<file path="config.mk">
export PLATFORM = sky130hd
export DESIGN_NAME = obe_regs
export DESIGN_NICKNAME = d
export VERILOG_FILES = /design/src/obe_pkg.sv /design/src/obe_regs.sv
export SDC_FILE = /design/constraint.sdc
export NUM_CORES = 1
export LEC_CHECK = 0
export BUFFER_PORTS_ARGS = -buffer_cell sky130_fd_sc_hd__buf_2
export CAP_MARGIN = 20
export CORE_MARGIN = 1
export CORE_UTILIZATION = 52
export DETAILED_ROUTE_END_ITERATION = 7
export PLACE_DENSITY = 0.9
export SYNTH_ARGS = -nofsm -noshare
export SYNTH_HDL_FRONTEND = slang
export SYNTH_SLANG_ARGS = --single-unit
</file>
<file path="constraint.sdc">
create_clock -name clk_i -period 2.2 [get_ports clk_i]
set_input_delay 0.22 -clock clk_i [delete_from_list [all_inputs] [get_ports clk_i]]
set_output_delay 0.22 -clock clk_i [all_outputs]
set_load 0.02 [all_outputs]
</file>
<file path="src/obe_pkg.sv">
// ---------------------------------------------------------------------------
// Oriented box extent package
// Shared widths, reset values, command word and multiply step codes.
// ---------------------------------------------------------------------------
`default_nettype none

package obe_pkg;

  localparam int unsigned CoordW  = 32;
  localparam int unsigned DiffW   = CoordW + 1;
  localparam int unsigned CompW   = 16;
  localparam int unsigned AxisW   = 3 * CompW;
  localparam int unsigned ProjW   = 36;
  localparam int unsigned ExtW    = 36;
  localparam int unsigned ResW    = 64;
  localparam int unsigned NumAxes = 3;
  localparam int unsigned AddrW   = 5;
  localparam int unsigned DataW   = 64;

  // Reset values of the three axes: unit vectors along x, y and z.
  localparam logic [AxisW-1:0] AxisAReset = 48'h0000_0000_4000;
  localparam logic [AxisW-1:0] AxisBReset = 48'h0000_4000_0000;
  localparam logic [AxisW-1:0] AxisCReset = 48'h4000_0000_0000;

  // Register indexes on the configuration port.
  localparam logic [1:0] RegAxisA = 2'd0;
  localparam logic [1:0] RegAxisB = 2'd1;
  localparam logic [1:0] RegAxisC = 2'd2;

  // Steps of the shared 36 x 18 multiplier for volume and area.
  localparam logic [3:0] StepAbLo   = 4'd0;
  localparam logic [3:0] StepAbHi   = 4'd1;
  localparam logic [3:0] StepVol0   = 4'd2;
  localparam logic [3:0] StepVol1   = 4'd3;
  localparam logic [3:0] StepVol2   = 4'd4;
  localparam logic [3:0] StepVol3   = 4'd5;
  localparam logic [3:0] StepAreaAb0 = 4'd6;
  localparam logic [3:0] StepAreaAb1 = 4'd7;
  localparam logic [3:0] StepAreaBc0 = 4'd8;
  localparam logic [3:0] StepAreaBc1 = 4'd9;
  localparam logic [3:0] StepAreaCa0 = 4'd10;
  localparam logic [3:0] StepAreaCa1 = 4'd11;
  localparam logic [3:0] StepLast    = StepAreaCa1;

  typedef logic [NumAxes-1:0][AxisW-1:0] obe_axes_t;

  typedef enum logic [1:0] {
    DEST_AB   = 2'd0,
    DEST_VOL  = 2'd1,
    DEST_AREA = 2'd2
  } obe_dest_e;

  // Commands from the controller to the datapath.
  typedef struct packed {
    logic       take_point;
    logic       first_point;
    logic       proj_mul;
    logic       proj_acc;
    logic [1:0] axis;
    logic       ext;
    logic       step_mul;
    logic       step_acc;
    logic [3:0] step;
    logic       load_out;
  } obe_cmd_t;

endpackage

`default_nettype wire

</file>
<file path="src/obe_regs.sv">
// ---------------------------------------------------------------------------
// Oriented box extent axis registers
// APB-style register bank holding the three box axes.
// ---------------------------------------------------------------------------
`default_nettype none

module obe_regs (
  input  wire logic                      clk_i,
  input  wire logic                      rst_ni,
  input  wire logic                      psel,
  input  wire logic                      penable,
  input  wire logic                      pwrite,
  input  wire logic [obe_pkg::AddrW-1:0] paddr,
  input  wire logic [obe_pkg::DataW-1:0] pwdata,
  output logic      [obe_pkg::DataW-1:0] prdata,
  output logic                           pready,
  output obe_pkg::obe_axes_t             axes_o
);
  import obe_pkg::*;

  logic [AxisW-1:0] axis_a_q, axis_b_q, axis_c_q;
  logic [1:0]       reg_idx;
  logic             wr_en;

  assign pready  = 1'b1;
  assign reg_idx = paddr[AddrW-1:3];
  assign wr_en   = psel && penable && pwrite;

  // Register writes keep the low 48 bits; writes beyond the bank are dropped.
  always_ff @(posedge clk_i or negedge rst_ni) begin
    if (!rst_ni) begin
      axis_a_q <= AxisAReset;
      axis_b_q <= AxisBReset;
      axis_c_q <= AxisCReset;
    end else if (wr_en) begin
      case (reg_idx)
        RegAxisA: axis_a_q <= pwdata[AxisW-1:0];
        RegAxisB: axis_b_q <= pwdata[AxisW-1:0];
        RegAxisC: axis_c_q <= pwdata[AxisW-1:0];
        default: ;
      endcase
    end
  end

  // Read back.
  always_comb begin
    case (reg_idx)
      RegAxisA: prdata = {{(DataW-AxisW){1'b0}}, axis_a_q};
      RegAxisB: prdata = {{(DataW-AxisW){1'b0}}, axis_b_q};
      RegAxisC: prdata = {{(DataW-AxisW){1'b0}}, axis_c_q};
      default:  prdata = '0;
    endcase
  end

  assign axes_o[0] = axis_a_q;
  assign axes_o[1] = axis_b_q;
  assign axes_o[2] = axis_c_q;

endmodule

`default_nettype wire

</file>
==> summary.txt, run 1 <==
Status
  • Status: finished clean

Setup path
  • CP startpoint kind: input pin
  • Slack of the worst reg-to-reg path: 1.37 ns
  • Required @ worst endpoint: 1.98 ns
  • Element type at the critical path end: output pin
  • Critical Path AT: 1.60 ns
  • Crit Path Max Fanout: 25
  • CP Class: input pin to output pin

Clocking
  • CTS tree: built
  • H-tree depth: 4
  • Root Buffer: clkbuf_16
  • Post-cts sizing count: 0
  • Post-CTS Setup Repair Bufs: 0
  • CTS buffer count: 17
  • Clk_lat worst skew: between 0.4 and 0.5 ns
  • CTS clk-pin slew, worst paths: 0.06 ns
  • Max Buffers Root-to-Sink: 2
  • CTS Hold Buffers Added: 1
  • Clock tree sinks: 144

Drt
  • Initial drt markers: 230
  • Vias post-DR: just under 5000
  • Wire length per cell: 17.9 um
  • DR vias/cell: 5.30
  • Post-route DRC: 0
  • Final ANT Viol Nets: 0
  • Total Routed Length: 16400 um
  • First-pass DRT Iterations: 4

Yosys
  • Seq/Total Area, Yosys: 0.551
  • Netlist Area Pre-Place: approximately 6500 um2
  • FF+latch count, synth: 144
  • YS warnings: 0
  • Syn Area/Cell: 13.4 um2
  • Cell variety after synth: 18
  • Synth Instances: just under 500

STA
  • Tcrit/Tclk final: 0.829
  • Final WS setup: 0.376 ns
  • Max-slew headroom at the worst pin: 0.577
  • FMAX: 548 MHz
  • Max Slew Vio Count: 0
  • Setup_tns: 0 ns
  • Worst hold slack: 0.0660 ns
  • Final Hold Viols: 0
  • Fin crit period: roughly 1.8 ns
  • Worst Clk Skew: 0 ns
  • Final setup violation count: 0
  • Tightest Pin Transition: approximately 0.63 ns
  • RSZ-0062 raised after global routing: no

Die
  • Initial core utilization: 0.538
  • Die H: ~110 um
  • Die Wd: between 100 and 150 um
  • Rows: 40
  • Placeable core area: 12200 um2
  • IO Count: 283
  • Die area: 13000 um2

Global routing
  • Grt total ovfl: 0
  • Largest net degree at the start of global routing: 69
  • Vias in the first global route: between 5000 and 6000
  • Initial antenna violation count: 0
  • First-pass GRT wire length: roughly 26000 um
  • Gr usage total: 0.258

Place
  • DP Area: 7910 um2
  • Port bufs: 246
  • Place WS: roughly 0.35 ns
  • HPWL after DPL: 11400 um
  • Gpl congestion: about 0.76

Layout
  • Fill cell count: 806
  • Area delta synth->final: 30.5%
  • Design area: 8540 um2
  • Final nets: 808
  • Share of layout cells above drive strength 1: 0.588
  • # diodes: 0

Hold path
  • Hold Path Class: input pin to register

Power and ir drop
  • VDD IR-drop max: 642 uV
  • Pleak: 4.39 nW
  • Overall power: 9.80 mW
  • Power Density: 1150 nW/um2

Run
  • Max Cap Viol: 0
[per-stage QoR]
step | utilization | std cells
CTS | 0.703 | 915
global route | 0.703 | 915
detailed placement | 0.651 | 882
global placement | 0.651 | 882
floorplan | - | 502
finish | 0.703 | 915
[sequential cells by signal, indices dropped and copies added, names as in the netlist]
name / cells
axis_c_q: 48
axis_a_q: 48
axis_b_q: 48
[cell families after synthesis]
logic type | synth area share
flops | 0.551
buf+inv | 0.0459
mux | 0.333
other cells | 0.00115
simple gates | 0.0325
compound gates | 0.0367
[cell usage in the layout, fill, tap and decap left out, types with 2 or more instances in the layout]
| cell type | synthesis | layout |
|---|---|---|
| buf_12 | 0 | 3 |
| buf_2 | 15 | 244 |
| buf_4 | 21 | 12 |
| bufinv_16 | 0 | 3 |
| clkbuf_1 | 7 | 4 |
| clkbuf_16 | 0 | 17 |
| clkbuf_8 | 0 | 6 |
| clkinv_2 | 0 | 2 |
| conb_1 | 2 | 17 |
| dfrtp_1 | 141 | 141 |
| dfstp_2 | 3 | 3 |
| mux2_2 | 124 | 124 |
| mux2_4 | 20 | 20 |
| mux2i_1 | 48 | 48 |
| nand2_1 | 48 | 48 |
| o21ai_0 | 48 | 48 |
[power by group]
group	switching, mW	leakage (nW)	internal [mW]
Sequential	0.506	1.76	3.28
Combinational	1.81	2.33	1.22
Clock	1.02	0.308	1.96
Total	3.34	4.39	6.47
[cell type report]
cell class / count / area (um2) / area share
clock buffer: 27 / 523 / 0.0612
clock inverter: 5 / 100 / 0.0117
tap: 168 / 210 / 0.0246
timing repair buffer: 261 / 1390 / 0.163
sequential: 144 / 3610 / 0.422
multi-input combinational: 310 / 2710 / 0.317
[routing by layer]
metal | track usage | part of all wire
met1 | 0.297 | 0.39
met2 | 0.457 | 0.53
met3 | 0.0641 | 0.061
met4 | 0.111 | 0.017
met5 | 0 | 0
[worst paths after layout]
check                                          from                  endpoint  depth (start not counted)
setup / recovery                           paddr[4]                prdata[21]                          6
hold / removal                            pwdata[8]   axis_c_q[8]$_DFFE_PN0P_                          2
setup reg to reg           axis_b_q[47]$_DFFE_PN0P_  axis_b_q[47]$_DFFE_PN0P_                          1
hold reg to reg            axis_a_q[43]$_DFFE_PN0P_  axis_a_q[43]$_DFFE_PN0P_                          1
max in group asynchronous                    rst_ni  axis_b_q[30]$_DFFE_PN1P_                          3
min in group asynchronous                    rst_ni  axis_c_q[22]$_DFFE_PN0P_                          2
[cell usage after synthesis]
library cell  count  share of area
mux2_2          124           0.21
nand2_1          48          0.028
o21ai_0          48          0.037
dfrtp_1         141           0.54
nand3_1           1        0.00076
mux2_4           20          0.046
nor2b_1           1        0.00096
clkbuf_1          7         0.0040
or3b_1            1         0.0013
dfstp_2           3          0.012
nor3b_1           1         0.0011
nor3_1            1        0.00076
mux2i_1          48          0.073
buf_6             3         0.0052
conb_1            2         0.0011
buf_4            21          0.024
buf_2            15          0.011
buf_1             2         0.0011
[critical path: stages]
cell     delay [ns]
buf_2          0.39
nor2b_4        0.24
buf_4          0.30
nand2_1        0.11
o21ai_0        0.12
buf_2          0.22
Note: power is estimated with default switching activity, not from simulation.
==> run 2: changes to the inputs <==
- CORE_UTILIZATION: 52 -> 48
- PLACE_DENSITY: 0.9 -> 0.85
- clock period: 2.2 -> 1.8 ns (I/O delays scaled with it)
==> run 2 against run 1 <==
  * Core utilization down 5.6 points
  * Combinational power grew 22%
  * Register-to-register slack worse by 0.39 ns
  * Global-route usage down 1.9 points
  * Clock power up 13%
  * Total power grew 19%
  * Critical path depth decreased by 3
  * Cell area is 0.59% higher
  * First-iteration DRC count grew 8.7%
  * Die area up 8.2%
  * Critical path type is now register to output pin
  * Largest cell class unchanged
==> summary.txt, run 2 (synthesized netlist as in run 1, its figures left out) <==
Status
  • Status: finished clean

Drt
  • Wire length per cell: ~18 um
  • Initial drt markers: 250
  • Final ANT Viol Nets: 0
  • Post-route DRC: 0
  • First-pass DRT Iterations: 6
  • DR vias/cell: 5.29
  • Vias post-DR: between 4000 and 5000
  • Total Routed Length: 16500 um

Setup path
  • CP startpoint kind: register
  • Crit Path Max Fanout: 3
  • Required @ worst endpoint: 1.62 ns
  • Worst Setup SP: axis_a_q[16]$_DFFE_PN0P_
  • Crit path to: prdata[16]
  • R2R Path End: axis_c_q[16]$_DFFE_PN0P_
  • CP Class: register to output pin
  • Reg2reg path depth: 1
  • Element type at the critical path end: output pin
  • Slack of the worst reg-to-reg path: 0.98 ns
  • Crit Reg-Reg Startpoint: axis_c_q[16]$_DFFE_PN0P_
  • Critical Path AT: between 1 and 1.5 ns

STA
  • FMAX: 622 MHz
  • Worst Clk Skew: 0 ns
  • Tightest Pin Transition: about 0.53 ns
  • Setup_tns: 0 ns
  • Tcrit/Tclk final: 0.893
  • Final setup violation count: 0
  • Max-slew headroom at the worst pin: 0.645
  • Max Slew Vio Count: 0
  • Fin crit period: 1.61 ns
  • RSZ-0062 raised after global routing: no
  • Final Hold Viols: 0

Global routing
  • Vias in the first global route: around 5000
  • First-pass GRT wire length: about 26000 um
  • Gr usage total: 0.239
  • Initial antenna violation count: 1
  • Grt total ovfl: 0
  • Largest net degree at the start of global routing: 52

Layout
  • Most frequent cells in the layout: buf_2 (244), dfrtp_1 (141), mux2_2 (124)
  • Commonest non-fill, non-tap cell in the layout: buf_2
  • Final cell count without fillers: 924
  • # diodes: 0
  • Area delta synth->final: 31.3%
  • Final nets: approximately 800
  • Final core occ: 0.646
  • Fill cell count: approximately 980
  • Largest regs: axis_a_q: 48 flops, axis_b_q: 48 flops, axis_c_q: 48 flops
  • Share of layout cells above drive strength 1: 0.590

Die
  • Rows: 42
  • Die area: 14100 um2
  • IO Count: roughly 280
  • Die Wd: 119 um
  • Placeable core area: around 13000 um2
  • Initial core utilization: 0.492
  • Die H: 119 um

Place
  • Port bufs: 246
  • Gpl congestion: ~0.78
  • HPWL after DPL: about 11000 um
  • Placed Cells: between 800 and 900

Power and ir drop
  • Pleak: around 4.4 nW
  • Power Density: 1360 nW/um2
  • Net Switching: 4.14 mW
  • Switching Fraction: 0.354
  • Combinational group share of total power: 0.317
  • Clk pwr share: 0.288
  • Internal power: 7.56 mW
  • VDD IR-drop max: 820 uV
  • Seq pwr share: 0.395

Hold path
  • Hold Path Stages: 2
  • Hold Path Class: input pin to register

Clocking
  • Post-CTS Setup Repair Bufs: 0
  • Clk_lat worst skew: 0.41 ns
  • CTS tree: built
  • Root Buffer: clkbuf_16
  • Clock tree sinks: between 100 and 150
  • CTS clk-pin slew, worst paths: around 0.060 ns
  • H-tree depth: 4
  • Max Buffers Root-to-Sink: 2
  • CTS buffer count: 17

Run
  • Max Cap Viol: 0
-- run 2: cell types whose count changed in the layout (fill, tap and decap cells not counted), moves of 2 or more --
cell / change
buf_12: +6
buf_4: -6
clkbuf_1: -2
clkinvlp_4: +5
clkinv_4: +4
clkbuf_8: -6
-- run 2: repair_timing --
item | 4_1_cts | 5_1_grt
resized for setup | 0 | 0
setup endpoints to repair | 0 | 0
hold endpoints to repair | 49 | 0
hold buffers | 2 | 0
-- run 2: power groups by stage --
stage	Clock, mW	Combinational (mW)	Sequential, mW
after floorplan	0	1.41	5.50
after global placement	0	3.63	4.58
after detailed placement	0	3.72	4.66
after CTS	3.43	3.74	4.62
after global routing	3.59	3.94	4.72
final	3.37	3.71	4.62
-- run 2: how the worst min path moves through the flow --
stage	from	to	slack, ns
finish	pwdata[13]	axis_b_q[13]$_DFFE_PN0P_	0.02
global route	pwdata[39]	axis_b_q[39]$_DFFE_PN0P_	0.01
CTS	pwdata[13]	axis_b_q[13]$_DFFE_PN0P_	0.005
detailed placement	rst_ni	axis_c_q[9]$_DFFE_PN0P_	0.18
global placement	rst_ni	axis_a_q[9]$_DFFE_PN0P_	0.16
floorplan	rst_ni	axis_a_q[0]$_DFFE_PN0P_	-0.12
-- run 2: layer usage --
layer,global-route usage,vias up,share of wire
met4,0.112,2,0.027
met5,0,-,0.00079
met2,0.404,235,0.50
li1,-,2185,-
met3,0.0792,38,0.081
met1,0.274,2429,0.40
-- run 2: layout make-up --
type	instances	area, um2	share of cell area
clock buffers	19	433	0.0504
clock inverters	13	143	0.0166
multi-input cells	310	2710	0.316
flip-flops and latches	144	3610	0.420
well taps	176	220	0.0256
repair buffers	262	1480	0.172
-- run 2: per-stage QoR --
| stage | setup WS [ns] | hold slack (ns) | instance area, um2 | power, mW |
|---|---|---|---|---|
| after global routing | 0.160 | 0.0101 | 8590 | 12.2 |
| after global placement | 0.208 | 0.164 | 8000 | 8.22 |
| after floorplan | 0.188 | -0.116 | 6600 | 6.91 |
| final | 0.193 | 0.0194 | 8590 | 11.7 |
| after detailed placement | 0.192 | 0.179 | 8000 | 8.38 |
| after CTS | 0.209 | 0.00464 | 8590 | 11.8 |
-- run 2: worst max-delay path, stage by stage (launching register included) --
cell	delay [ns]
dfrtp_1	0.38
mux2i_1	0.08
o21ai_0	0.31
buf_2	0.24
==> run 3: changes to the inputs <==
- CTS_BUF_LIST: not set -> sky130_fd_sc_hd__clkbuf_8 sky130_fd_sc_hd__clkbuf_16
==> run 3 against run 2 <==
  * Die area did not move
  * Hold slack barely moved
  * Critical path type unchanged
  * Sequential share of layout area did not move
  * Highest routed layer unchanged
==> summary.txt, run 3 (synthesized netlist as in run 1, its figures left out) <==
Die
  • IO Count: around 280
  • Die area: 14100 um2
  • Initial core utilization: 0.492
  • Placeable core area: 13300 um2
  • Rows: 42
  • Die H: between 100 and 150 um
  • Die Wd: 119 um

Drt
  • DR vias/cell: roughly 5.3
  • Initial drt markers: about 250
  • Post-route DRC: 0
  • Total Routed Length: 16500 um
  • Wire length per cell: approximately 18 um
  • Final ANT Viol Nets: 0
  • Vias post-DR: around 5000
  • First-pass DRT Iterations: 4

Clocking
  • CTS tree: built
  • Clk_lat worst skew: 0.41 ns
  • Root Buffer: clkbuf_16
  • H-tree depth: 4
  • Max Buffers Root-to-Sink: 2
  • Clock tree sinks: 144
  • CTS buffer count: 17
  • CTS clk-pin slew, worst paths: 0.06 ns

Setup path
  • CP Class: register to output pin
  • Crit Path Max Fanout: 3
  • Slack of the worst reg-to-reg path: 0.98 ns
  • Buffers plus inverters on the worst setup path: 1
  • Worst-path cell chain: mux2i_1 -> o21ai_0 -> buf_2
  • Largest stage delay, worst path: approximately 0.38 ns
  • CP startpoint kind: register
  • Element type at the critical path end: output pin
  • CP delay by family, top: flip-flops
  • Critical Path AT: 1.43 ns
  • Crit Reg-Reg Startpoint: axis_c_q[16]$_DFFE_PN0P_
  • Required @ worst endpoint: ~1.6 ns
  • R2R Path End: axis_c_q[16]$_DFFE_PN0P_
  • Reg2reg path depth: 1
  • Critical path's slowest cell: dfrtp_1

Run
  • Max Cap Viol: 0

Hold path
  • Hold Path Class: input pin to register
  • Hold wc startpoint: pwdata[13]
  • Worst min-delay path endpoint: axis_b_q[13]$_DFFE_PN0P_
  • Hold Path Stages: 2

Layout
  • Final cell count without fillers: just over 900
  • Largest regs: axis_a_q: 48 flops, axis_b_q: 48 flops, axis_c_q: 48 flops
  • Most frequent cells in the layout: buf_2 (244), dfrtp_1 (141), mux2_2 (124)
  • Commonest non-fill, non-tap cell in the layout: buf_2
  • Design area: between 8000 and 9000 um2
  • # diodes: 0
  • Area delta synth->final: 31.3%
  • Fill cell count: 975
  • Final nets: 809
  • Share of layout cells above drive strength 1: 0.590

STA
  • Tightest Pin Transition: 0.531 ns
  • FMAX: 621 MHz
  • Worst Clk Skew: 0 ns
  • Final Hold Viols: 0
  • Fin crit period: approximately 1.6 ns
  • Final setup violation count: 0
  • Worst hold slack: 0.0196 ns
  • Max-slew headroom at the worst pin: 0.646
  • Max Slew Vio Count: 0
  • Tcrit/Tclk final: 0.894
  • Setup_tns: 0 ns
  • RSZ-0062 raised after global routing: no

Power and ir drop
  • Pleak: 4.39 nW
  • Combinational group share of total power: 0.317
  • VDD IR-drop max: 806 uV
  • Net Switching: 4.15 mW
  • Internal power: 7.55 mW
  • Switching Fraction: 0.355
  • Clk pwr share: 0.287
  • Power Density: 1360 nW/um2
  • Seq pwr share: 0.396

Place
  • HPWL after DPL: 11500 um
  • Gpl congestion: 0.780
  • Placed Cells: 890
  • DP Area: 8000 um2
  • Port bufs: between 200 and 250

Global routing
  • Largest net degree at the start of global routing: 52
  • Grt total ovfl: 0
  • Gr usage total: 0.239
  • Initial antenna violation count: 1
  • First-pass GRT wire length: approximately 26000 um
  • Vias in the first global route: ~5000

Status
  • Status: finished clean
## run 3: cell count changes in the layout (fill, tap and decap cells not counted), sizes merged
cell	change
clkbuf	-2
inv	+2
## run 3: what timing repair did
| item | in CTS | in global routing |
|---|---|---|
| hold buffers | 2 | 0 |
| endpoints found under the hold margin | 49 | 0 |
| setup buffers | 0 | 0 |
| resized for setup | 0 | 0 |
## run 3: cell type report
class / count / area, um2 / area share
clock buffer: 17 / 425 / 0.0495
sequential: 144 / 3610 / 0.420
tap: 176 / 220 / 0.0256
timing repair buffer: 262 / 1480 / 0.172
clock inverter: 15 / 150 / 0.0175
multi-input combinational: 310 / 2710 / 0.316
## run 3: layer usage
layer | vias up | track usage | part of all wire
met4 | 2 | 0.112 | 0.027
met2 | 232 | 0.404 | 0.50
met5 | - | 0 | 0.00079
met3 | 38 | 0.0792 | 0.080
li1 | 2179 | - | -
met1 | 2438 | 0.274 | 0.40
## run 3: worst max-delay path by stage
stage                                   startpoint  slack (ns)  depth (start not counted)                  endpoint
after floorplan                           paddr[3]        0.19                          5                prdata[27]
after global placement                      pwrite        0.21                          5  axis_b_q[38]$_DFFE_PN0P_
after detailed placement                    pwrite        0.19                          5  axis_b_q[32]$_DFFE_PN0P_
after CTS                 axis_a_q[16]$_DFFE_PN0P_        0.21                          3                prdata[16]
after global routing      axis_b_q[30]$_DFFE_PN1P_        0.16                          3                prdata[30]
final                     axis_a_q[16]$_DFFE_PN0P_        0.19                          3                prdata[16]
## run 3: stage by stage
stage                     total power, mW  worst slack [ns]   util
after CTS                            11.8             0.209  0.646
after detailed placement             8.38             0.192  0.602
after global placement               8.22             0.208  0.602
final                                11.7             0.191  0.646
after global routing                 12.2             0.160  0.646
after floorplan                      6.91             0.188      -
## run 3: power groups by stage
stage / combinational (mW) / clock, mW / sequential [mW]
after global placement: 3.63 / 0 / 4.58
after floorplan: 1.41 / 0 / 5.50
after global routing: 3.94 / 3.58 / 4.72
after CTS: 3.74 / 3.42 / 4.62
after detailed placement: 3.72 / 0 / 4.66
final: 3.71 / 3.36 / 4.63
