[config.mk]
export PLATFORM = sky130hd
export DESIGN_NAME = obe_ctrl
export DESIGN_NICKNAME = d
export VERILOG_FILES = /design/src/obe_pkg.sv /design/src/obe_ctrl.sv
export SDC_FILE = /design/constraint.sdc
export NUM_CORES = 1
export LEC_CHECK = 0
export BUFFER_PORTS_ARGS = -buffer_cell sky130_fd_sc_hd__clkbuf_2
export CORE_ASPECT_RATIO = 0.9
export CORE_MARGIN = 2
export CORE_UTILIZATION = 56
export CTS_BUF_LIST = sky130_fd_sc_hd__clkbuf_4 sky130_fd_sc_hd__clkbuf_8 sky130_fd_sc_hd__clkbuf_16
export DETAILED_ROUTE_END_ITERATION = 7
export HOLD_SLACK_MARGIN = 0.15
export PLACE_DENSITY = 0.82
export SLEW_MARGIN = 20
export SYNTH_ARGS = -nofsm -noshare
export SYNTH_HDL_FRONTEND = slang
export SYNTH_SLANG_ARGS = --single-unit
[constraint.sdc]
create_clock -name clk_i -period 5.9 [get_ports clk_i]
set_input_delay 1.18 -clock clk_i [delete_from_list [all_inputs] [get_ports clk_i]]
set_output_delay 1.18 -clock clk_i [all_outputs]
set_load 0.005 [all_outputs]
[src/obe_pkg.sv]
// ---------------------------------------------------------------------------
// Oriented box extent package
// Shared widths, reset values, command word and multiply step codes.
// ---------------------------------------------------------------------------
`default_nettype none

package obe_pkg;

  localparam int unsigned CoordW  = 32;
  localparam int unsigned DiffW   = CoordW + 1;
  localparam int unsigned CompW   = 16;
  localparam int unsigned AxisW   = 3 * CompW;
  localparam int unsigned ProjW   = 36;
  localparam int unsigned ExtW    = 36;
  localparam int unsigned ResW    = 64;
  localparam int unsigned NumAxes = 3;
  localparam int unsigned AddrW   = 5;
  localparam int unsigned DataW   = 64;

  // Reset values of the three axes: unit vectors along x, y and z.
  localparam logic [AxisW-1:0] AxisAReset = 48'h0000_0000_4000;
  localparam logic [AxisW-1:0] AxisBReset = 48'h0000_4000_0000;
  localparam logic [AxisW-1:0] AxisCReset = 48'h4000_0000_0000;

  // Register indexes on the configuration port.
  localparam logic [1:0] RegAxisA = 2'd0;
  localparam logic [1:0] RegAxisB = 2'd1;
  localparam logic [1:0] RegAxisC = 2'd2;

  // Steps of the shared 36 x 18 multiplier for volume and area.
  localparam logic [3:0] StepAbLo   = 4'd0;
  localparam logic [3:0] StepAbHi   = 4'd1;
  localparam logic [3:0] StepVol0   = 4'd2;
  localparam logic [3:0] StepVol1   = 4'd3;
  localparam logic [3:0] StepVol2   = 4'd4;
  localparam logic [3:0] StepVol3   = 4'd5;
  localparam logic [3:0] StepAreaAb0 = 4'd6;
  localparam logic [3:0] StepAreaAb1 = 4'd7;
  localparam logic [3:0] StepAreaBc0 = 4'd8;
  localparam logic [3:0] StepAreaBc1 = 4'd9;
  localparam logic [3:0] StepAreaCa0 = 4'd10;
  localparam logic [3:0] StepAreaCa1 = 4'd11;
  localparam logic [3:0] StepLast    = StepAreaCa1;

  typedef logic [NumAxes-1:0][AxisW-1:0] obe_axes_t;

  typedef enum logic [1:0] {
    DEST_AB   = 2'd0,
    DEST_VOL  = 2'd1,
    DEST_AREA = 2'd2
  } obe_dest_e;

  // Commands from the controller to the datapath.
  typedef struct packed {
    logic       take_point;
    logic       first_point;
    logic       proj_mul;
    logic       proj_acc;
    logic [1:0] axis;
    logic       ext;
    logic       step_mul;
    logic       step_acc;
    logic [3:0] step;
    logic       load_out;
  } obe_cmd_t;

endpackage

`default_nettype wire

[src/obe_ctrl.sv]
// ---------------------------------------------------------------------------
// Oriented box extent controller
// Sequences projection, extent and multiply steps and owns the handshakes.
// ---------------------------------------------------------------------------
`default_nettype none

module obe_ctrl (
  input  wire logic      clk_i,
  input  wire logic      rst_ni,
  input  wire logic      in_valid_i,
  input  wire logic      last_i,
  output logic           in_stall_o,
  output logic           out_valid_o,
  input  wire logic      out_stall_i,
  output obe_pkg::obe_cmd_t cmd_o
);
  import obe_pkg::*;

  typedef enum logic [6:0] {
    S_IDLE = 7'b0000001,
    S_MUL  = 7'b0000010,
    S_ACC  = 7'b0000100,
    S_EXT  = 7'b0001000,
    S_SMUL = 7'b0010000,
    S_SACC = 7'b0100000,
    S_OUT  = 7'b1000000
  } obe_state_e;

  obe_state_e state_q, state_d;
  logic [1:0] cnt_q, cnt_d;
  logic [3:0] step_q, step_d;
  logic       in_run_q, in_run_d;
  logic       last_q, last_d;
  logic       out_valid_q, out_valid_d;
  logic       in_take;

  assign in_stall_o  = (state_q != S_IDLE);
  assign in_take     = in_valid_i && (state_q == S_IDLE);
  assign out_valid_o = out_valid_q;

  // Next state and commands.
  always_comb begin
    state_d  = state_q;
    cnt_d    = cnt_q;
    step_d   = step_q;
    in_run_d = in_run_q;
    last_d   = last_q;
    cmd_o    = '0;
    cmd_o.axis = cnt_q;
    cmd_o.step = step_q;
    case (state_q)
      S_IDLE: begin
        if (in_take) begin
          cmd_o.take_point  = 1'b1;
          cmd_o.first_point = !in_run_q;
          last_d   = last_i;
          in_run_d = !last_i;
          cnt_d    = '0;
          if (!in_run_q) begin
            state_d = last_i ? S_EXT : S_IDLE;
          end else begin
            state_d = S_MUL;
          end
        end
      end
      S_MUL: begin
        cmd_o.proj_mul = 1'b1;
        state_d = S_ACC;
      end
      S_ACC: begin
        cmd_o.proj_acc = 1'b1;
        if (cnt_q == 2'(NumAxes - 1)) begin
          cnt_d   = '0;
          state_d = last_q ? S_EXT : S_IDLE;
        end else begin
          cnt_d   = cnt_q + 2'd1;
          state_d = S_MUL;
        end
      end
      S_EXT: begin
        cmd_o.ext = 1'b1;
        step_d  = '0;
        state_d = S_SMUL;
      end
      S_SMUL: begin
        cmd_o.step_mul = 1'b1;
        state_d = S_SACC;
      end
      S_SACC: begin
        cmd_o.step_acc = 1'b1;
        if (step_q == StepLast) begin
          state_d = S_OUT;
        end else begin
          step_d  = step_q + 4'd1;
          state_d = S_SMUL;
        end
      end
      S_OUT: begin
        // The output register is free or is being emptied in this cycle.
        if (!out_valid_q || !out_stall_i) begin
          cmd_o.load_out = 1'b1;
          state_d = S_IDLE;
        end
      end
      default: state_d = S_IDLE;
    endcase
  end

  // Output word valid flag.
  always_comb begin
    out_valid_d = out_valid_q;
    if (cmd_o.load_out) begin
      out_valid_d = 1'b1;
    end else if (!out_stall_i) begin
      out_valid_d = 1'b0;
    end
  end

  always_ff @(posedge clk_i or negedge rst_ni) begin
    if (!rst_ni) begin
      state_q     <= S_IDLE;
      cnt_q       <= '0;
      step_q      <= '0;
      in_run_q    <= 1'b0;
      last_q      <= 1'b0;
      out_valid_q <= 1'b0;
    end else begin
      state_q     <= state_d;
      cnt_q       <= cnt_d;
      step_q      <= step_d;
      in_run_q    <= in_run_d;
      last_q      <= last_d;
      out_valid_q <= out_valid_d;
    end
  end

endmodule

`default_nettype wire

==> flow_metrics.py, run 1 <==
metrics = {
    "cts": {
        "cts.sinks": 16,
        "cts_resized": 0,
        "cts_tree": "done",
        "cts_buffers": 3,
        "cts_hold_buf": 0,
        "clk_latency_ns": 0.29,
        "cts_setup_buffers": 0,
        "clk_pin_slew_ns": 0.10,
        "cts-root-buf": "clkbuf_4",
        "cts.path.max_buffers": 2,
        "htreeDepth": 1,
    },
    "global_route": {
        "antenna_found_initial": 0,
        "grt_pass1_vias": 734,
        "grt.total_usage_pct": 21.9,
        "grt_max_degree": 17,
        "grt_pass1_wl_mm": 3.19,
        "overflow": 0,
    },
    "placement": {
        "place_congestion": 0.841,
        "dp_hpwl_mm": 1.45,
        "port_buffers": 20,
    },
    "logic_synthesis": {
        "netlist_area_sq_um": 923,
        "syn_avg_cell_area_sq_um": 9.33,
        "synth_area_leaders": "dfrtp_1, a21oi_1, nand3_1, nor2_1, dfstp_2",
        "synth_cells": 99,
        "yosysUniqueCellTypes": 40,
        "synth_largest_area_cell": "dfrtp_1",
        "synth-seq-cells": 16,
        "synth-warning-count": 0,
        "yosysTopAreaCellShare_pct": 40.7,
        "seq_area_frac_synth_pct": 43.5,
        "synth_nets": 105,
    },
    "floorplan": {
        "row_count": 13,
        "floorplan.initialDensity_pct": 61.7,
        "core_sq_um": 1500,
        "io_pins": 21,
        "die_x_um": 46.8,
        "dieArea_sq_um": 1990,
        "die_h_um": 42.5,
    },
    "sta": {
        "min_period_ns": 3.25,
        "whs_ns": 0.546,
        "tightest_slew_ns": 0.479,
        "drv_slew": 0,
        "fmax_ghz": 0.308,
        "period_share_pct": 55.1,
        "setup_viol": 0,
        "slew_headroom_pct": 68.1,
        "setup-tns-final_ns": 0,
        "skew_ns": 0.0115,
        "final-hold-violation-count": 0,
        "rsz0062_at_grt": "no",
    },
    "job": {
        "max-cap-violations": 0,
    },
    "layout": {
        "antenna_cells": 0,
        "synthToLayoutAreaGrowth_pct": 12.6,
        "drive_above_1_share_pct": 27.0,
        "nNetsFinal": 122,
    },
    "pwr": {
        "peakVddDrop_uv": 293,
        "p_leak_nw": 0.512,
        "p_per_area_nw_per_um2": 385,
    },
    "hold_path": {
        "min_from": "last_q",
        "hold_class": "flop to flop",
    },
    "detailed_routing": {
        "ant_nets": 0,
        "drt_iter0_drc": 16,
        "routed_wl_mm": 1.92,
        "vias": 814,
        "drc_errors": 0,
        "viasPerCell": 5.94,
        "first_pass_iters": 4,
        "post_drt_wl_per_cell_um": 14.0,
    },
    "critical_path": {
        "crit_path_start_kind": "flop",
        "crit_end": "cmd_o[12]",
        "r2r_setup_slack_ns": 3.82,
        "crit_path_start": "state_q[6]",
        "path_class": "flop to output pin",
        "worstPathCellList": "or4_4, or3_4, nor3_1, clkbuf_2",
        "end_kind": "output pin",
        "worst_r2r_path_depth": 4,
        "cp_slowest_cell": "or4_4",
        "cp.arrival_ns": 2.07,
        "cp_data_required_time_ns": 4.72,
        "max_stage_delay_ns": 0.59,
        "path_max_fanout": 9,
        "r2r_start": "state_q[6]",
        "r2r_end": "last_q",
    },
    "outcome": {
        "outcome": "finished, final reports clean",
    },
}
[critical path: cells and delay by family, from the launching register on]
kind          cells  cell delay (ns)
buf+inv           1             0.14
flops             1             0.48
simple gates      3             1.15
[cell usage after synthesis]
library cell,number
a211oi_1,1
a21oi_1,6
a22o_1,1
a22oi_1,2
a31oi_1,1
and3_1,1
and4b_1,2
buf_2,1
buf_4,2
buf_6,1
clkbuf_1,3
clkbuf_2,1
dfrtp_1,15
dfstp_2,1
ha_1,1
inv_1,6
mux2_1,1
mux2_2,1
nand2_1,5
nand2b_1,2
nand3_1,6
nand3b_1,1
nand4_1,1
nand4b_1,2
nor2_1,8
nor2_4,1
nor2b_1,1
nor3_1,4
nor3_2,2
nor3b_1,1
nor4_1,1
nor4b_1,3
o2111ai_1,1
o211ai_1,1
o21ai_0,5
o32ai_1,1
or3_1,2
or3_4,1
or4_4,1
xor2_1,2
[per-layer routing]
| metal | wire length [um] | track usage (%) | up-vias |
|---|---|---|---|
| met1 | 855 | 31.7 | 408 |
| met3 | 75 | 3.88 | 0 |
| met5 | 0 | 0 | - |
| met2 | 984 | 33.7 | 19 |
| met4 | 0 | 5.00 | 0 |
| li1 | - | - | 387 |
[state kept, by name, indices dropped and copies added (netlist names)]
register     flops
cnt_q            2
in_run_q         1
last_q           1
out_valid_o      1
state_q          7
step_q           4
[layout by cell type, fill, tap and decap left out, types with 3 or more instances in the layout]
| master | synthesis | routed |
|---|---|---|
| nor2_1 | 8 | 8 |
| a21oi_1 | 6 | 6 |
| clkbuf_2 | 1 | 20 |
| nor3_1 | 4 | 4 |
| o21ai_0 | 5 | 5 |
| clkbuf_4 | 0 | 3 |
| dfrtp_1 | 15 | 15 |
| nand3_1 | 6 | 6 |
| nand2_1 | 5 | 5 |
| nor4b_1 | 3 | 3 |
| inv_1 | 6 | 6 |
[worst min path at each step]
stage	to	slack, ns	depth (start not counted)
2_1_floorplan	last_q	0.47	1
3_3_place_gp	last_q	0.50	1
3_5_place_dp	last_q	0.54	1
4_1_cts	step_q[0]	0.56	1
5_1_grt	last_q	0.58	1
6_report	last_q	0.55	1
[power breakdown]
part           internal (W)  leakage, nW  switching (W)
sequential         0.000135        0.213      0.0000372
combinational     0.0000729        0.278      0.0000813
clock             0.0000376       0.0210      0.0000356
total              0.000246        0.512       0.000154
[through the flow]
stage	power, W	worst slack, ns	utilization [%]	cells	area [sq um]
6_report	0.000400	2.65	69.5	137	1040
3_3_place_gp	0.000318	3.02	67.1	133	1000
2_1_floorplan	0.000283	3.10	-	99	923
3_5_place_dp	0.000329	2.98	67.1	133	1000
4_1_cts	0.000403	2.65	69.5	137	1040
5_1_grt	0.000427	2.60	69.5	137	1040
[kinds of logic (layout without fill, tap and decap cells)]
family,count (synthesis),after routing,synth area share (%)
XOR/XNOR,2,2,1.90
buffers and inverters,14,30,7.59
adder cells (fa/ha/maj),1,1,1.35
flip-flops,16,16,43.5
multiplexers,2,2,2.44
AND/OR/NAND/NOR,45,45,30.5
AO/OA/AOI/OAI,19,19,12.7
[area by class of cell]
cell class	instances	area, sq um
fill	130	457
multi-input combinational	69	452
sequential	16	402
timing repair buffer	20	100
clock buffer	4	36.3
tap	22	27.5
inverter	6	22.5
No activity file was read; power rests on OpenSTA's default activity.
==> inputs of run 2 (changes only) <==
CORE_UTILIZATION = 52   (was 56)
PLACE_DENSITY = 0.77   (was 0.82)
clock period = 3 ns   (was 5.9 ns; I/O delays follow)
==> run 2 against run 1 <==
  * Routed wire length shrank 6.4%
  * Clock-buffer cell count is the same
  * Register-to-register slack lost 2.9 ns
  * Worst setup slack lost 2.3 ns
  * Largest cell class unchanged
  * Largest power group unchanged
==> flow_metrics.py, run 2 (synthesized netlist as in run 1, its figures left out) <==
metrics = {
    "detailed_routing": {
        "vias": 796,
        "post_drt_wl_per_cell_um": 12.9,
        "drc_errors": 0,
        "drt_iter0_drc": 29,
        "ant_nets": 0,
        "viasPerCell": 5.73,
        "routed_wl_mm": 1.79,
        "first_pass_iters": 4,
    },
    "layout": {
        "top_register": "state_q",
        "fin_area_sq_um": 1040,
        "final_common_cell": "clkbuf_2",
        "largest_register_ffs": 7,
        "fillers": 137,
        "fin_cells": 139,
        "reg_top3": "state_q x7, step_q x4, cnt_q x2",
        "nNetsFinal": 122,
        "antenna_cells": 0,
        "drive_above_1_share_pct": 27.0,
        "synthToLayoutAreaGrowth_pct": 12.9,
        "final_cell_mix": "clkbuf_2, dfrtp_1, nor2_1",
    },
    "floorplan": {
        "die_h_um": 44.0,
        "dieArea_sq_um": 2130,
        "floorplan.initialDensity_pct": 55.5,
        "core_sq_um": 1660,
        "io_pins": 21,
        "die_x_um": 48.4,
        "row_count": 14,
    },
    "pwr": {
        "peakVddDrop_uv": 529,
        "p_per_area_nw_per_um2": 748,
        "p_leak_nw": 0.512,
        "fin_total_pwr_w": 0.000780,
    },
    "critical_path": {
        "crit_path_start_kind": "flop",
        "cp_data_required_time_ns": 2.40,
        "r2r_setup_slack_ns": 0.95,
        "max_stage_delay_ns": 0.59,
        "cp_slowest_cell": "or4_4",
        "worstPathCellList": "or4_4, or3_4, nor3_1, clkbuf_2",
        "path_class": "flop to output pin",
        "path_max_fanout": 9,
        "path_buf_inv": 1,
        "critPathTopFamily": "simple AND/OR/NAND/NOR gates",
        "end_kind": "output pin",
        "cp.arrival_ns": 2.06,
        "worst_r2r_path_depth": 4,
        "r2r_end": "last_q",
        "r2r_start": "state_q[6]",
    },
    "global_route": {
        "grt_pass1_wl_mm": 3.04,
        "grt_max_degree": 17,
        "antenna_found_initial": 0,
        "overflow": 0,
        "grt_pass1_vias": 712,
        "grt.total_usage_pct": 19.2,
    },
    "sta": {
        "final-hold-violation-count": 0,
        "drv_slew": 0,
        "setup-tns-final_ns": 0,
        "slew_headroom_pct": 68.9,
        "setup_viol": 0,
        "fmax_ghz": 0.376,
        "period_share_pct": 88.6,
        "tightest_slew_ns": 0.466,
        "min_period_ns": 2.66,
        "rsz0062_at_grt": "no",
        "skew_ns": 0.000884,
        "fin_ws_ns": 0.341,
    },
    "cts": {
        "cts_buffers": 3,
        "cts.path.max_buffers": 2,
        "cts_hold_buf": 0,
        "clk_pin_slew_ns": 0.09,
        "clk_latency_ns": 0.29,
        "cts_setup_buffers": 0,
        "htreeDepth": 1,
        "cts.sinks": 16,
        "cts_resized": 0,
        "cts-root-buf": "clkbuf_4",
        "cts_tree": "done",
    },
    "job": {
        "max-cap-violations": 0,
    },
    "placement": {
        "placed_area_sq_um": 1010,
        "place_ws_ns": 0.667,
        "place_congestion": 0.800,
        "dpl.cell_count": 135,
        "dp_hpwl_mm": 1.37,
        "port_buffers": 20,
    },
    "hold_path": {
        "hold_class": "input port to asynchronous set/reset pin",
    },
    "outcome": {
        "outcome": "finished, final reports clean",
    },
}
[run 2: area by class of cell]
type                    count  area, sq um  share of cell area, %
well taps                  24         30.0                   2.88
multi-input cells          69          452                   43.3
clock buffers               4         36.3                   3.48
repair buffers             20          100                   9.60
flip-flops and latches     16          402                   38.5
inverters                   6         22.5                   2.16
[run 2: worst register-to-register path: stages (launching register included)]
cell and delay [ns]:
dfrtp_1 0.48, or4_4 0.60, or3_4 0.42, nor2_4 0.12
mux2_1 0.33
[run 2: power breakdown]
part           leakage (nW)  switching, W  internal, W
registers             0.213     0.0000687     0.000266
logic                 0.278      0.000157     0.000143
clock network        0.0210     0.0000709    0.0000740
[run 2: layer usage]
layer / routed length, um / vias up / GRT usage, % / part of all wire [%]
met2: 807 / 24 / 29.2 / 45
met5: 0 / - / 0 / 0
met1: 836 / 375 / 25.2 / 47
li1: - / 391 / - / -
met3: 93 / 6 / 3.45 / 5.2
met4: 54 / 0 / 14.3 / 3.0
[run 2: how the worst max path moves through the flow]
stage	end	start	cells past startpoint
2_1_floorplan	cmd_o[12]	state_q[6]	4
3_3_place_gp	cmd_o[12]	state_q[6]	4
3_5_place_dp	cmd_o[12]	state_q[6]	4
4_1_cts	cmd_o[12]	state_q[6]	4
5_1_grt	cmd_o[12]	state_q[6]	4
6_report	cmd_o[12]	state_q[6]	4
[run 2: per-stage QoR]
step | util (%) | hold slack, ns
6_report | 62.6 | 0.212
3_5_place_dp | 60.5 | 0.517
5_1_grt | 62.6 | 0.251
4_1_cts | 62.6 | 0.232
3_3_place_gp | 60.5 | 0.518
2_1_floorplan | - | 0.304
==> inputs of run 3 (changes only) <==
CORE_MARGIN = 1   (was 2)
==> run 3 against run 2 <==
  * Worst setup slack worse by 0.0029 ns
  * Utilization unchanged
  * Largest cell class unchanged
  * Clock skew up 0.0038 ns
  * Final area unchanged
  * Power down 1.1%
  * Via count down 1.6%
==> flow_metrics.py, run 3 (synthesized netlist as in run 1, its figures left out) <==
metrics = {
    "critical_path": {
        "crit_path_start": "state_q[6]",
        "cp.arrival_ns": 2.06,
        "cp_data_required_time_ns": 2.40,
        "r2r_start": "state_q[6]",
        "path_class": "flop to output pin",
        "crit_path_start_kind": "flop",
        "path_max_fanout": 9,
        "end_kind": "output pin",
    },
    "floorplan": {
        "floorplan.initialDensity_pct": 55.5,
        "core_sq_um": 1660,
        "io_pins": 21,
        "die_x_um": 46.4,
        "dieArea_sq_um": 1950,
        "row_count": 14,
        "die_h_um": 42.0,
    },
    "layout": {
        "multi_input_area_sq_um": 452,
        "top_register": "state_q",
        "final_common_cell": "clkbuf_2",
        "drive_above_1_share_pct": 27.0,
        "synthToLayoutAreaGrowth_pct": 12.9,
        "regArea_sq_um": 402,
        "nNetsFinal": 122,
        "largest_register_ffs": 7,
        "reg_top3": "state_q x7, step_q x4, cnt_q x2",
        "final_cell_mix": "clkbuf_2, dfrtp_1, nor2_1",
        "fillers": 138,
        "antenna_cells": 0,
    },
    "sta": {
        "period_share_pct": 88.7,
        "tightest_slew_ns": 0.452,
        "setup_viol": 0,
        "fmax_ghz": 0.376,
        "skew_ns": 0.00468,
        "final-hold-violation-count": 0,
        "slew_headroom_pct": 69.4,
        "min_period_ns": 2.66,
        "drv_slew": 0,
        "setup-tns-final_ns": 0,
        "rsz0062_at_grt": "no",
    },
    "detailed_routing": {
        "ant_nets": 0,
        "first_pass_iters": 4,
        "viasPerCell": 5.63,
        "vias": 783,
        "routed_wl_mm": 1.77,
        "wl_met2_um": 806,
        "drc_errors": 0,
        "wl_met1_um": 839,
        "post_drt_wl_per_cell_um": 12.7,
        "wl_met3_um": 100,
        "drt_iter0_drc": 27,
        "highest_layer": "met4",
    },
    "cts": {
        "clk_latency_ns": 0.29,
        "cts_hold_buf": 0,
        "cts_resized": 0,
        "cts-root-buf": "clkbuf_4",
        "cts_buffers": 3,
        "cts_tree": "done",
        "htreeDepth": 1,
        "cts.path.max_buffers": 2,
        "clk_pin_slew_ns": 0.10,
        "cts.sinks": 16,
        "cts_setup_buffers": 0,
    },
    "placement": {
        "place_congestion": 0.787,
        "port_buffers": 20,
        "dp_hpwl_mm": 1.34,
    },
    "pwr": {
        "fin_total_pwr_w": 0.000772,
        "peakVddDrop_uv": 465,
        "p_leak_nw": 0.512,
        "p_per_area_nw_per_um2": 740,
    },
    "global_route": {
        "antenna_found_initial": 0,
        "overflow": 0,
        "grt_pass1_vias": 672,
        "grt_pass1_wl_mm": 2.93,
        "grt_max_degree": 17,
        "grt.total_usage_pct": 21.4,
    },
    "job": {
        "max-cap-violations": 0,
    },
    "hold_path": {
        "hold_class": "input port to asynchronous set/reset pin",
    },
    "outcome": {
        "outcome": "finished, final reports clean",
    },
}
[run 3: where the power goes]
| part | internal (W) | switching, W |
|---|---|---|
| registers | 0.000266 | 0.0000682 |
| clock network | 0.0000739 | 0.0000690 |
| logic | 0.000143 | 0.000151 |
[run 3: per-stage QoR]
stage	utilization, %	instance area (sq um)	instances	worst slack [ns]	hold slack [ns]
finish	62.6	1040	139	0.338	0.209
detailed placement	60.5	1010	135	0.653	0.515
global placement	60.5	1010	135	0.689	0.516
CTS	62.6	1040	139	0.325	0.221
floorplan	-	923	99	0.779	0.304
global route	62.6	1040	139	0.206	0.225
[run 3: cell type report]
cell class / instances / share of cell area, %
flip-flops and latches: 16 / 38.5
multi-input cells: 69 / 43.3
clock buffers: 4 / 3.48
well taps: 24 / 2.88
inverters: 6 / 2.16
repair buffers: 20 / 9.60
[run 3: path summary, 6_finish.rpt]
path	end	slack (ns)	cells after the start
max	cmd_o[12]	0.34	4
min	out_valid_o	0.21	1
max reg2reg	last_q	0.96	4
min reg2reg	last_q	0.53	1
max in group asynchronous	state_q[0]	2.48	1
min in group clk_i	in_run_q	0.53	2
[run 3: layer usage]
layer | up-vias | GRT usage, %
met4 | 0 | 10.6
met2 | 27 | 29.2
met5 | - | 0
li1 | 388 | -
met1 | 366 | 31.3
met3 | 2 | 5.17
[run 3: worst max-delay path, cell delays in order, from the launching register on]
cell and delay (ns):
dfrtp_1 0.48, or4_4 0.60, or3_4 0.42, nor3_1 0.14, clkbuf_2 0.14
